`config.mk`:
```
export PLATFORM = sky130hd
export DESIGN_NAME = seven_segment_scan_serializer_top
export DESIGN_NICKNAME = d
export VERILOG_FILES = /design/src/rtl/sss_pkg.sv /design/src/rtl/seven_segment_scan_serializer_top.sv /design/src/rtl/sss_front.sv /design/src/rtl/sss_queue.sv /design/src/rtl/sss_back.sv
export SDC_FILE = /design/constraint.sdc
export NUM_CORES = 1
export LEC_CHECK = 0
export BUFFER_PORTS_ARGS = -buffer_cell sky130_fd_sc_hd__buf_4
export CAP_MARGIN = 40
export CORE_UTILIZATION = 50
export CTS_CLUSTER_SIZE = 14
export DETAILED_ROUTE_END_ITERATION = 16
export GPL_TIMING_DRIVEN = 0
export PLACE_DENSITY = 0.66
export SLEW_MARGIN = 0
export SYNTH_ARGS = -nofsm -noshare
export SYNTH_HDL_FRONTEND = slang
export SYNTH_SLANG_ARGS = --single-unit
```
`constraint.sdc`:
```
create_clock -name clk -period 4.8 [get_ports clk]
set_input_delay 0 -clock clk [delete_from_list [all_inputs] [get_ports clk]]
set_output_delay 0 -clock clk [all_outputs]
set_load 0.005 [all_outputs]
```
`src/rtl/sss_pkg.sv`:
```
// Shared types, constants and the digit select table for the seven-segment scan serializer.
package sss_pkg;

	localparam int DIGITS_DEFAULT = 8;
	localparam int BYTE_W         = 8;
	localparam int BITS_PER_TICK  = 24;
	localparam int BIT_CNT_W      = 5;
	localparam int LEN_W          = 4;
	localparam int CFG_IDX_W      = 1;
	localparam int CFG_DATA_W     = 8;
	localparam int QUEUE_DEPTH    = 2;

	localparam logic [LEN_W-1:0]  SCAN_LENGTH_RST  = 4'd7;
	localparam logic [BYTE_W-1:0] BLANK_SELECT_RST = 8'hf0;
	localparam logic [BYTE_W-1:0] SEG_LOW_RST      = 8'h00;
	localparam logic [BYTE_W-1:0] SEG_HIGH_RST     = 8'hff;
	localparam int                SEG_LOW_COUNT    = 4;

	localparam logic [CFG_IDX_W-1:0] REG_SCAN_LENGTH  = 1'd0;
	localparam logic [CFG_IDX_W-1:0] REG_BLANK_SELECT = 1'd1;

	localparam logic CMD_TICK  = 1'b0;
	localparam logic CMD_WRITE = 1'b1;

	localparam logic CHAIN_SELECT  = 1'b0;
	localparam logic CHAIN_SEGMENT = 1'b1;

	// Bytes of one scan tick, in the order they are shifted out.
	typedef struct packed {
		logic [BYTE_W-1:0] blank;
		logic [BYTE_W-1:0] segment;
		logic [BYTE_W-1:0] select;
	} frame_t;

	function automatic logic [BYTE_W-1:0] select_code(input logic [2:0] idx);
		logic [BYTE_W-1:0] code;
		case (idx)
			3'd0: code = 8'h70;
			3'd1: code = 8'hb0;
			3'd2: code = 8'hd0;
			3'd3: code = 8'he0;
			3'd4: code = 8'hf8;
			3'd5: code = 8'hf4;
			3'd6: code = 8'hf2;
			3'd7: code = 8'hf0;
			default: code = 8'hf0;
		endcase
		return code;
	endfunction

endpackage

```
`src/rtl/seven_segment_scan_serializer_top.sv`:
```
// Top level of the seven-segment scan serializer: front end, frame queue and serializer.
//
// This block drives a multiplexed seven-segment display through two serial shift-register
// chains. A write item (command 1) stores segment_byte at buffer position and produces no
// output; positions at or beyond DIGITS are ignored. A scan tick (command 0) produces 24
// output transfers, one serial bit each, most significant bit first: the blank_select byte
// on the select chain, then the current digit's buffered segment byte on the segment chain,
// then that digit's fixed select code on the select chain. The latch flag marks the eighth
// bit of every byte and last marks the 24th bit. After each tick the scan index advances
// and wraps to zero at the scan length (0 counts as 1, values above DIGITS count as DIGITS).
// Throughput is one output bit per cycle while out_ready is high; consecutive ticks stream
// without a gap. The front end captures a tick's three bytes in a two-entry queue at the
// moment the input transfer happens, so it accepts input in the very cycle it arrives as
// long as the queue has room, and a write that follows a tick never alters that tick's
// bits. Writes also wait while the queue is full.
// Configuration writes take effect at once and are meant for idle periods only.
module seven_segment_scan_serializer_top #(
	parameter int DIGITS = sss_pkg::DIGITS_DEFAULT
) (
	input  logic                           clk,
	input  logic                           arst_n,
	input  logic                           cfg_wr_en,
	input  logic [sss_pkg::CFG_IDX_W-1:0]  cfg_index,
	input  logic [sss_pkg::CFG_DATA_W-1:0] cfg_wdata,
	input  logic                           in_valid,
	output logic                           in_ready,
	input  logic                           command,
	input  logic [2:0]                     position,
	input  logic [7:0]                     segment_byte,
	output logic                           out_valid,
	input  logic                           out_ready,
	output logic                           chain,
	output logic                           data_bit,
	output logic                           latch,
	output logic                           last
);
	import sss_pkg::*;

	// Frames travel from the front end to the serializer through the queue.
	logic   push_valid;
	logic   push_ready;
	frame_t push_frame;
	logic   pop_valid;
	logic   pop_ready;
	frame_t pop_frame;

	sss_front #(
		.DIGITS(DIGITS)
	) u_front (
		.clk         (clk),
		.arst_n      (arst_n),
		.cfg_wr_en   (cfg_wr_en),
		.cfg_index   (cfg_index),
		.cfg_wdata   (cfg_wdata),
		.in_valid    (in_valid),
		.in_ready    (in_ready),
		.command     (command),
		.position    (position),
		.segment_byte(segment_byte),
		.push_valid  (push_valid),
		.push_ready  (push_ready),
		.push_frame  (push_frame)
	);

	sss_queue u_queue (
		.clk       (clk),
		.arst_n    (arst_n),
		.push_valid(push_valid),
		.push_ready(push_ready),
		.push_frame(push_frame),
		.pop_valid (pop_valid),
		.pop_ready (pop_ready),
		.pop_frame (pop_frame)
	);

	// The serializer holds its output bit steady until the transfer completes.
	sss_back u_back (
		.clk      (clk),
		.arst_n   (arst_n),
		.pop_valid(pop_valid),
		.pop_ready(pop_ready),
		.pop_frame(pop_frame),
		.out_valid(out_valid),
		.out_ready(out_ready),
		.chain    (chain),
		.data_bit (data_bit),
		.latch    (latch),
		.last     (last)
	);

endmodule

```
`src/rtl/sss_front.sv`:
```
// Front end: takes items, holds the segment buffer, scan index and registers, builds tick frames.
module sss_front #(
	parameter int DIGITS = sss_pkg::DIGITS_DEFAULT
) (
	input  logic                           clk,
	input  logic                           arst_n,
	input  logic                           cfg_wr_en,
	input  logic [sss_pkg::CFG_IDX_W-1:0]  cfg_index,
	input  logic [sss_pkg::CFG_DATA_W-1:0] cfg_wdata,
	input  logic                           in_valid,
	output logic                           in_ready,
	input  logic                           command,
	input  logic [2:0]                     position,
	input  logic [7:0]                     segment_byte,
	output logic                           push_valid,
	input  logic                           push_ready,
	output sss_pkg::frame_t                push_frame
);
	import sss_pkg::*;

	localparam int IDX_W = $clog2(DIGITS);

	logic [BYTE_W-1:0] seg_buf_q [DIGITS];
	logic [IDX_W-1:0]  idx_q;
	logic [LEN_W-1:0]  scan_length_q;
	logic [BYTE_W-1:0] blank_select_q;

	logic              accept;
	logic              wr_hit;
	logic [LEN_W-1:0]  len_eff;
	logic [LEN_W-1:0]  idx_inc;
	logic [IDX_W-1:0]  idx_next;

	assign in_ready   = push_ready;
	assign accept     = in_valid && in_ready;
	assign push_valid = in_valid && (command == CMD_TICK);

	assign push_frame.blank   = blank_select_q;
	assign push_frame.segment = seg_buf_q[idx_q];
	assign push_frame.select  = select_code(3'(idx_q));

	assign wr_hit = ({1'b0, position} < LEN_W'(DIGITS));

	always_comb begin
		if (scan_length_q == '0) begin
			len_eff = LEN_W'(1);
		end else if (scan_length_q > LEN_W'(DIGITS)) begin
			len_eff = LEN_W'(DIGITS);
		end else begin
			len_eff = scan_length_q;
		end
		idx_inc = LEN_W'(idx_q) + LEN_W'(1);
		if (idx_inc >= len_eff) begin
			idx_next = '0;
		end else begin
			idx_next = idx_inc[IDX_W-1:0];
		end
	end

	always_ff @(posedge clk or negedge arst_n) begin
		if (!arst_n) begin
			for (int i = 0; i < DIGITS; i++) begin
				seg_buf_q[i] <= (i < SEG_LOW_COUNT) ? SEG_LOW_RST : SEG_HIGH_RST;
			end
			idx_q          <= '0;
			scan_length_q  <= SCAN_LENGTH_RST;
			blank_select_q <= BLANK_SELECT_RST;
		end else begin
			if (cfg_wr_en) begin
				case (cfg_index)
					REG_SCAN_LENGTH:  scan_length_q  <= cfg_wdata[LEN_W-1:0];
					REG_BLANK_SELECT: blank_select_q <= cfg_wdata;
					default: ;
				endcase
			end
			if (accept) begin
				if (command == CMD_WRITE) begin
					if (wr_hit) begin
						seg_buf_q[position[IDX_W-1:0]] <= segment_byte;
					end
				end else begin
					idx_q <= idx_next;
				end
			end
		end
	end

endmodule

```
`src/rtl/sss_queue.sv`:
```
// Short frame queue between the front end and the serializer.
module sss_queue (
	input  logic            clk,
	input  logic            arst_n,
	input  logic            push_valid,
	output logic            push_ready,
	input  sss_pkg::frame_t push_frame,
	output logic            pop_valid,
	input  logic            pop_ready,
	output sss_pkg::frame_t pop_frame
);
	import sss_pkg::*;

	localparam int PTR_W = $clog2(QUEUE_DEPTH);
	localparam int CNT_W = $clog2(QUEUE_DEPTH + 1);

	frame_t           mem_q [QUEUE_DEPTH];
	logic [PTR_W-1:0] wr_ptr_q;
	logic [PTR_W-1:0] rd_ptr_q;
	logic [CNT_W-1:0] count_q;
	logic             do_push;
	logic             do_pop;

	assign push_ready = (count_q != CNT_W'(QUEUE_DEPTH));
	assign pop_valid  = (count_q != '0);
	assign pop_frame  = mem_q[rd_ptr_q];
	assign do_push    = push_valid && push_ready;
	assign do_pop     = pop_valid && pop_ready;

	always_ff @(posedge clk) begin
		if (do_push) begin
			mem_q[wr_ptr_q] <= push_frame;
		end
	end

	always_ff @(posedge clk or negedge arst_n) begin
		if (!arst_n) begin
			wr_ptr_q <= '0;
			rd_ptr_q <= '0;
			count_q  <= '0;
		end else begin
			if (do_push) begin
				wr_ptr_q <= (wr_ptr_q == PTR_W'(QUEUE_DEPTH - 1)) ? '0 : wr_ptr_q + PTR_W'(1);
			end
			if (do_pop) begin
				rd_ptr_q <= (rd_ptr_q == PTR_W'(QUEUE_DEPTH - 1)) ? '0 : rd_ptr_q + PTR_W'(1);
			end
			if (do_push && !do_pop) begin
				count_q <= count_q + CNT_W'(1);
			end else if (do_pop && !do_push) begin
				count_q <= count_q - CNT_W'(1);
			end
		end
	end

endmodule

```
`src/rtl/sss_back.sv`:
```
// Serializer: shifts each queued frame out as 24 bits with chain, latch and last flags.
module sss_back (
	input  logic            clk,
	input  logic            arst_n,
	input  logic            pop_valid,
	output logic            pop_ready,
	input  sss_pkg::frame_t pop_frame,
	output logic            out_valid,
	input  logic            out_ready,
	output logic            chain,
	output logic            data_bit,
	output logic            latch,
	output logic            last
);
	import sss_pkg::*;

	logic [BITS_PER_TICK-1:0] shift_q;
	logic [BIT_CNT_W-1:0]     count_q;
	logic                     busy_q;
	logic                     out_xfer;
	logic                     at_last;
	logic                     load;

	assign at_last   = (count_q == BIT_CNT_W'(BITS_PER_TICK - 1));
	assign out_xfer  = busy_q && out_ready;
	assign pop_ready = !busy_q || (out_xfer && at_last);
	assign load      = pop_valid && pop_ready;

	assign out_valid = busy_q;
	assign data_bit  = shift_q[BITS_PER_TICK-1];
	assign latch     = (count_q[2:0] == 3'd7);
	assign last      = at_last;
	// Bits 8 to 15 of a tick belong to the segment byte.
	assign chain     = (count_q[BIT_CNT_W-1:3] == 2'd1) ? CHAIN_SEGMENT : CHAIN_SELECT;

	always_ff @(posedge clk) begin
		if (load) begin
			shift_q <= pop_frame;
		end else if (out_xfer) begin
			shift_q <= {shift_q[BITS_PER_TICK-2:0], 1'b0};
		end
	end

	always_ff @(posedge clk or negedge arst_n) begin
		if (!arst_n) begin
			busy_q  <= 1'b0;
			count_q <= '0;
		end else begin
			if (load) begin
				busy_q  <= 1'b1;
				count_q <= '0;
			end else if (out_xfer) begin
				if (at_last) begin
					busy_q  <= 1'b0;
					count_q <= '0;
				end else begin
					count_q <= count_q + BIT_CNT_W'(1);
				end
			end
		end
	end

endmodule

```
Yosys cells after proc, flatten, opt, wreduce, memory -nomap -nowiden

Memory sizes are Yosys's and may differ from the RTL's.
Index checks and enable logic that the tools add are counted.

Flip-flop bits (word level): 113
RAM bits: 48
ROM bits: 56
Input port bits: 26
Memories: 2

Add/subtract/negate cells: 6
$lt $le $gt $ge: 5
Equal/unequal tests: 4
Multiplexer cells: 24
Bitwise logic cells: 4
Reductions and logical operators: 23

Memory list:

| memory          | words | width | rd ports | clocked after Yosys merged registers in | wr ports | RTL line        | text |
|---|---|---|---|---|---|---|---|
| (no name shown) | 8     | 7     | 1        | 0                                       | 0        | sss_pkg.sv:37   | `case (idx)` |
| u_queue.mem_q   | 2     | 24    | 1        | 0                                       | 1        | sss_queue.sv:17 | `frame_t mem_q [QUEUE_DEPTH];` |

Operators with widths:

| operator                                                                      | count |
|---|---|
| 64-bit bitwise mux                                                            | 1 |
| 24-bit two-way mux                                                            | 2 |
| 8-bit binary-select mux with 3-bit select                                     | 1 |
| 8-bit demux with 3-bit select                                                 | 1 |
| 8-bit two-way mux                                                             | 3 |
| 5-bit two-way mux                                                             | 3 |
| 2-bit AND reduction                                                           | 5 |
| 1-bit logical AND                                                             | 9 |
| 4-bit >= comparator (second input constant)                                   | 2 |
| 1-bit two-way mux                                                             | 8 |
| 4-bit two-way mux                                                             | 2 |
| 3-bit NOT with 4-bit output                                                   | 2 |
| 2-bit nonzero test                                                            | 4 |
| 5-bit by 1-bit adder with 5-bit output (second input constant)                | 1 |
| 5-bit equality test (second input constant)                                   | 1 |
| 3-bit by 1-bit adder with 4-bit output (second input constant)                | 1 |
| 4-bit >= comparator                                                           | 1 |
| 4-bit greater-than comparator (second input constant)                         | 1 |
| 4-bit zero test                                                               | 1 |
| 4-bit by 1-bit less-than comparator with 1-bit output (second input constant) | 1 |
| 2-bit two-way mux                                                             | 2 |
| 3-bit equality test (second input constant)                                   | 1 |
| 1-bit zero test                                                               | 3 |
| 3-bit two-way mux                                                             | 1 |
| other kinds (7)                                                               | 9 |

Longest topological paths before layout

Gate-level depths: netlist of the first run.

Depth after elaboration: 7
Gate-level depth with buffers: 9
Depth with buffers taken out: 8

Hierarchy

A second synthesis of the first run with hierarchy kept.

Cell total of the unflattened synthesis: 433
Area, all modules: 7397.1 um^2

By module, submodules not included:

| module    | times used | cells each | area each (um^2) |
|---|---|---|---|
| sss_front | 1          | 248        | 3881.2 |
| sss_queue | 1          | 93         | 2030.7 |
| sss_back  | 1          | 92         | 1485.2 |

Worst setup path after synthesis of the first run

OpenSTA, ideal clock, no wires.

Path kind: flip-flop to flip-flop
Start: reg u_front.idx_q[1]
End: reg u_front.idx_q[0]
Setup time: 83 ps
Arrival time: 2374 ps
Data required time: 4717 ps
Setup slack: 2344 ps
Cell stages (with the launch flop): 10
Period minus slack after synthesis: 2456 ps
Path through: dfrtp_1 clkbuf_1 buf_1 inv_1 ha_1 ha_1 o211ai_1 o21ai_0 or3_1 o21ai_0

Longest elaborated chain between the ends: 3

RTL lines:

| element                                | RTL line        | text |
|---|---|---|
| start: declaration                     | sss_front.sv:24 | `logic [IDX_W-1:0] idx_q;` |
| start signal: assignment               | sss_front.sv:82 | `idx_q <= idx_next;` |
| 3-bit by 1-bit adder with 4-bit output | sss_front.sv:52 | `idx_inc = LEN_W'(idx_q) + LEN_W'(1);` |
| 4-bit >= comparator                    | sss_front.sv:53 | `if (idx_inc >= len_eff) begin` |
| 3-bit two-way mux                      | sss_front.sv:53 |  |

Every way passes these cells.
A chain may end at the register's enable or synchronous reset.

Worst setup path in the final report of the first run

Ends and elaborated chain as after synthesis.

==> flow_metrics.env, run 1 <==
export IMPL_required_ns=5.13
export IMPL_dp_cells=656
export IMPL_max_freq_mhz=303
export IMPL_fin_util=0.615
export IMPL_reg2reg_setup_slack_ns=1.50
export IMPL_netlist_instances=448
export IMPL_drc_errors=0
export IMPL_coreArea_mm2=0.0134
export IMPL_async_flop_share=0.563
export IMPL_grt_ovfl_total=0
export IMPL_vdd_drop_max_mv=0.324
export IMPL_setup_viol_count_final=0
export IMPL_synth_nets=486
export IMPL_rsz0062_at_grt="no"
export IMPL_power_leakage_nw=3.42
export IMPL_crit_type="register to register"
export IMPL_synthTopCellsByCount="69 x edfxtp_1, 68 x mux2_2, 50 x dfrtp_1, 39 x dfstp_2, 31 x nor2_1"
export IMPL_synth_top_area_frac=0.298
export IMPL_routed_via_density=5.35
export IMPL_fin_tns_setup_ns=0
export IMPL_dieArea_mm2=0.0144
export IMPL_avgSynthCellArea_um2=15.5
export IMPL_r2r_start="u_front.idx_q[1]"
export IMPL_cts_buffer_depth=2
export IMPL_pin_count=32
export IMPL_critPathArrivalTime_ns=3.64
export IMPL_dp_hpwl_um=8230
export IMPL_avgRoutedWirePerCell_um=17.5
export IMPL_cts_buffers=17
export IMPL_ys_seq_area_frac=0.624
export IMPL_fin_skew_ns=0.00673
export IMPL_final_antenna_net_count=0
export IMPL_fin_crit_ns=3.30
export IMPL_ys_top_cells_by_area="edfxtp_1 30%, dfrtp_1 18%, dfstp_2 15%, mux2_2 11%, mux4_2 5.2%"
export IMPL_fin_nets=558
export IMPL_max_slew_margin=0.483
export IMPL_fin_crit_sh=0.688
export IMPL_fp_dieW_um=120
export IMPL_ys_types=46
export IMPL_synth_edf_count=69
export IMPL_p_per_area_mw_per_mm2=563
export IMPL_antenna_cells=0
export IMPL_critPathLaunch="u_front.idx_q[1]"
export IMPL_syn2layout_area_growth_pct=18.3
export IMPL_start_kind="register"
export IMPL_grt_max_degree=72
export IMPL_insertion_delay_ns=0.42
export IMPL_max_cap_viol_count=0
export IMPL_ys_warn_count=0
export IMPL_fin_cells=709
export IMPL_cts_tree="done"
export IMPL_path_max_fanout=10
export IMPL_rows=42
export IMPL_hold_slack_ns=0.0161
export IMPL_yosysMostFrequentCell="edfxtp_1"
export IMPL_min_path_type="input pin to async pin"
export IMPL_r2r_cells=9
export IMPL_yosysTopAreaCell="edfxtp_1"
export IMPL_first_pass_iters=4
export IMPL_final_max_slew_viol_count=0
export IMPL_die_h_um=120
export IMPL_root_buffer="clkbuf_16"
export IMPL_first_global_vias=3976
export IMPL_ys_flop_type="edfxtp_1"
export IMPL_gp_congestion=0.771
export IMPL_antenna_found_initial=0
export IMPL_tightest_slew_ns=0.776
export IMPL_start_util=0.520
export IMPL_htree_levels=4
export IMPL_cp_end_kind="register"
export IMPL_r2r_end="u_front.idx_q[0]"
export IMPL_port_buffers=28
export IMPL_num_vias=3793
export IMPL_routed_wl_um=12400
export IMPL_drt_iter0_drc=169
export IMPL_mappedNetlistArea_mm2=0.00696
export IMPL_hold_viol=0
export IMPL_cts_clk_slew_worst_paths_ns=0.06
export IMPL_grt_pass1_wl_um=20700
export IMPL_final_layout_size_suffix_gt1_frac=0.415
export IMPL_grt_util_all_layers=0.195
export IMPL_cts_sinks=158
export IMPL_synth_seq_cells=158
export IMPL_status="completed"
## layout make-up
| cell class | instances | area [µm²] |
|---|---|---|
| Fill cell | 1033 | 5160 |
| Sequential cell | 158 | 4350 |
| Multi-Input combinational cell | 261 | 2490 |
| Timing Repair Buffer | 53 | 502 |
| Clock buffer | 21 | 460 |
| Tap cell | 176 | 220 |
| Buffer | 21 | 98.8 |
| Clock inverter | 11 | 87.6 |
| Inverter | 8 | 30.0 |
## power by group
part | internal [mW] | total (mW) | switching [mW]
combinational | 0.701 | 1.26 | 0.556
sequential | 1.97 | 2.16 | 0.195
clock | 0.693 | 1.22 | 0.526
## sequential cells by signal, indices dropped and copies added (netlist names), 2 cells and up
signal,cells
u_queue.mem_q,46
u_front.idx_q,3
u_front.blank_select_q,8
u_front.scan_length_q,4
u_front.seg_buf_q,64
u_back.shift_q,23
u_back.count_q,5
u_queue.count_q,2
## repair_timing
item,4_1_cts,5_1_grt
hold buffers,21,0
hold endpoints to repair,135,0
buffers inserted,0,0
resized for setup,0,0
## cells by family after synthesis
kind of cell    count (synthesis)  synth area share
buf+inv                        29            0.0185
flops                         158             0.624
mux                           123             0.229
compound gates                 43            0.0347
xor+xnor                        6           0.00755
fa+ha+maj                      12            0.0216
simple gates                   77            0.0640
## worst max path at each step
stage	endpoint	slack [ns]	depth (start not counted)
3_5_place_dp	u_front.idx_q[2]	1.51	9
5_1_grt	u_front.idx_q[2]	1.27	9
6_report	u_front.idx_q[0]	1.50	9
4_1_cts	u_front.idx_q[0]	1.47	9
3_3_place_gp	u_front.idx_q[2]	1.57	9
2_1_floorplan	u_front.idx_q[0]	2.34	9
## through the flow
step / setup slack, ns / power (mW) / area (µm²)
5_1_grt: 1.27 / 4.90 / 8240
6_report: 1.50 / 4.64 / 8240
4_1_cts: 1.47 / 4.69 / 8240
2_1_floorplan: 2.34 / 3.08 / 6960
3_3_place_gp: 1.57 / 3.36 / 7390
3_5_place_dp: 1.51 / 3.44 / 7480
## critical path, stage by stage (launching register included)
cell	delay, ns
dfrtp_1	0.40
clkbuf_1	0.55
buf_1	0.63
inv_1	0.19
ha_1	0.36
ha_1	0.30
o211ai_1	0.16
o21ai_0	0.18
or3_1	0.36
o21ai_0	0.09
## cell usage in the layout, fill, tap and decap left out, types with 17 or more instances in the layout
cell	instances
edfxtp_1	69
mux2i_1	23
buf_4	30
dfrtp_1	50
nor2_1	30
clkbuf_16	17
mux2_2	68
dlygate4sd3_1	21
a21oi_1	26
dfstp_2	39
## metal layers
| metal | vias up | wire, µm | global-route usage | share of wire |
|---|---|---|---|---|
| met5 | - | 0 | 0 | 0 |
| met4 | 0 | 261 | 0.0844 | 0.021 |
| met3 | 21 | 330 | 0.0447 | 0.027 |
| met2 | 55 | 6120 | 0.306 | 0.49 |
| met1 | 1902 | 5710 | 0.260 | 0.46 |
| li1 | 1815 | - | - | - |
Power figures use the tool's default switching activity.
==> inputs of run 2 (changes only) <==
- clock period: 4.8 -> 3.1 ns (I/O delays scaled with it)
==> flow_metrics.env, run 2 (same netlist as run 1, synthesis figures left out) <==
export IMPL_status="completed"
export IMPL_num_vias=3793
export IMPL_path_max_fanout=10
export IMPL_setup_viol_count_final=0
export IMPL_clkPwrFrac=0.263
export IMPL_avgRoutedWirePerCell_um=17.5
export IMPL_fin_skew_ns=0.00673
export IMPL_slowest_stage="dfrtp_1"
export IMPL_tightest_slew_ns=0.776
export IMPL_drc_errors=0
export IMPL_fin_crit_ns=2.74
export IMPL_power_leakage_nw=3.43
export IMPL_fin_crit_sh=0.883
export IMPL_crit_type="register to register"
export IMPL_routed_via_density=5.35
export IMPL_cts_sinks=158
export IMPL_final_area_mm2=0.00825
export IMPL_max_freq_mhz=365
export IMPL_fin_util=0.615
export IMPL_report_power_total_mw=7.19
export IMPL_vdd_drop_max_mv=0.501
export IMPL_switching_share=0.275
export IMPL_largest_reg_flops=64
export IMPL_max_cap_viol_count=0
export IMPL_start_util=0.520
export IMPL_htree_levels=4
export IMPL_syn2layout_area_growth_pct=18.4
export IMPL_critPathArrivalTime_ns=3.07
export IMPL_final_common_cell="edfxtp_1"
export IMPL_sequentialPowerShare=0.466
export IMPL_min_path_type="input pin to async pin"
export IMPL_finalWorstSetupSlack_ns=0.364
export IMPL_cts_tree="done"
export IMPL_hold_slack_ns=0.0150
export IMPL_grt_ovfl_total=0
export IMPL_crit_family="buffers and inverters"
export IMPL_routed_wl_um=12400
export IMPL_place_ws_ns=-0.191
export IMPL_die_h_um=120
export IMPL_final_antenna_net_count=0
export IMPL_final_max_slew_viol_count=0
export IMPL_first_pass_iters=4
export IMPL_slowest_delay_ns=0.41
export IMPL_drt_iter0_drc=171
export IMPL_pin_count=32
export IMPL_cp_end_kind="register"
export IMPL_p_per_area_mw_per_mm2=872
export IMPL_antenna_cells=0
export IMPL_crit_chain="clkbuf_2 > buf_2 > inv_1 > ha_1 > ha_1 > o211ai_1 > o21ai_0 > or3_1 > o21ai_0"
export IMPL_hold_viol=0
export IMPL_port_buffers=28
export IMPL_final_layout_size_suffix_gt1_frac=0.418
export IMPL_max_slew_margin=0.482
export IMPL_grt_pass1_wl_um=20700
export IMPL_internal_power_mw=5.21
export IMPL_top_regs="u_front.seg_buf_q x64, u_queue.mem_q x46, u_back.shift_q x23"
export IMPL_cts_buffer_depth=2
export IMPL_insertion_delay_ns=0.42
export IMPL_fin_cells=709
export IMPL_p_sw_mw=1.98
export IMPL_largest_register="u_front.seg_buf_q"
export IMPL_reg2reg_setup_slack_ns=0.36
export IMPL_rsz0062_at_grt="no"
export IMPL_start_kind="register"
export IMPL_dieArea_mm2=0.0144
export IMPL_pwr_share_comb=0.272
export IMPL_cts_clk_slew_worst_paths_ns=0.06
export IMPL_antenna_found_initial=0
export IMPL_cts_buffers=17
export IMPL_fin_nets=558
export IMPL_root_buffer="clkbuf_16"
export IMPL_mostFrequentLayoutCells="69 x edfxtp_1, 68 x mux2_2, 50 x dfrtp_1"
export IMPL_first_global_vias=3976
export IMPL_gp_congestion=0.771
export IMPL_coreArea_mm2=0.0134
export IMPL_dp_hpwl_um=8230
export IMPL_grt_max_degree=72
export IMPL_crit_buf_inv=3
export IMPL_fp_dieW_um=120
export IMPL_fin_tns_setup_ns=0
export IMPL_grt_util_all_layers=0.195
export IMPL_rows=42
export IMPL_dp_cells=656
export IMPL_required_ns=3.44
export IMPL_placed_cell_area_mm2=0.00748
## run 2: path summary, 6_finish.rpt
path                                            from                       end  cells after the start
hold / removal                                arst_n         u_back.count_q[4]                      2
max in group asynchronous                     arst_n  u_front.scan_length_q[0]                      3
min in group clk                             command          u_queue.wr_ptr_q                      3
setup / recovery                    u_front.idx_q[1]          u_front.idx_q[0]                      9
hold reg to reg            u_front.blank_select_q[3]      u_queue.mem_q[0][19]                      0
setup reg to reg                    u_front.idx_q[1]          u_front.idx_q[0]                      9
## run 2: timing repair
action / 4_1_cts / 5_1_grt
gates resized for setup: 1 / 4
hold buffers: 21 / 0
hold endpoints to repair: 135 / 0
setup buffers: 0 / 0
pin swaps: 0 / 0
setup endpoints to repair: 3 / 2
## run 2: layout make-up
type | instances | area [µm²]
tap | 176 | 220
buffer | 21 | 106
inverter | 8 | 30.0
sequential | 158 | 4350
timing repair buffer | 53 | 502
clock inverter | 11 | 87.6
clock buffer | 21 | 460
fill | 1032 | 5150
multi-input combinational | 261 | 2490
## run 2: worst reg2reg max path: cells and delay by family, from the launching register on
family | cells | cell delay (ns)
adder cells (fa/ha/maj) | 2 | 0.64
buffers and inverters | 3 | 0.84
flip-flops | 1 | 0.41
AND/OR/NAND/NOR | 1 | 0.35
AO/OA/AOI/OAI | 3 | 0.42
## run 2: power groups by stage
stage,Clock [mW],Combinational (mW),Sequential (mW)
after floorplan,0,1.48,3.28
after global placement,0,1.86,3.35
after detailed placement,0,1.94,3.38
after CTS,1.94,1.98,3.35
after global routing,2.02,2.15,3.42
final,1.89,1.95,3.35
## run 2: per-layer routing
layer | up-vias | track usage | wire length [µm]
li1 | 1816 | - | -
met5 | - | 0 | 0
met1 | 1899 | 0.260 | 5730
met2 | 56 | 0.306 | 6070
met3 | 22 | 0.0447 | 320
met4 | 0 | 0.0844 | 284
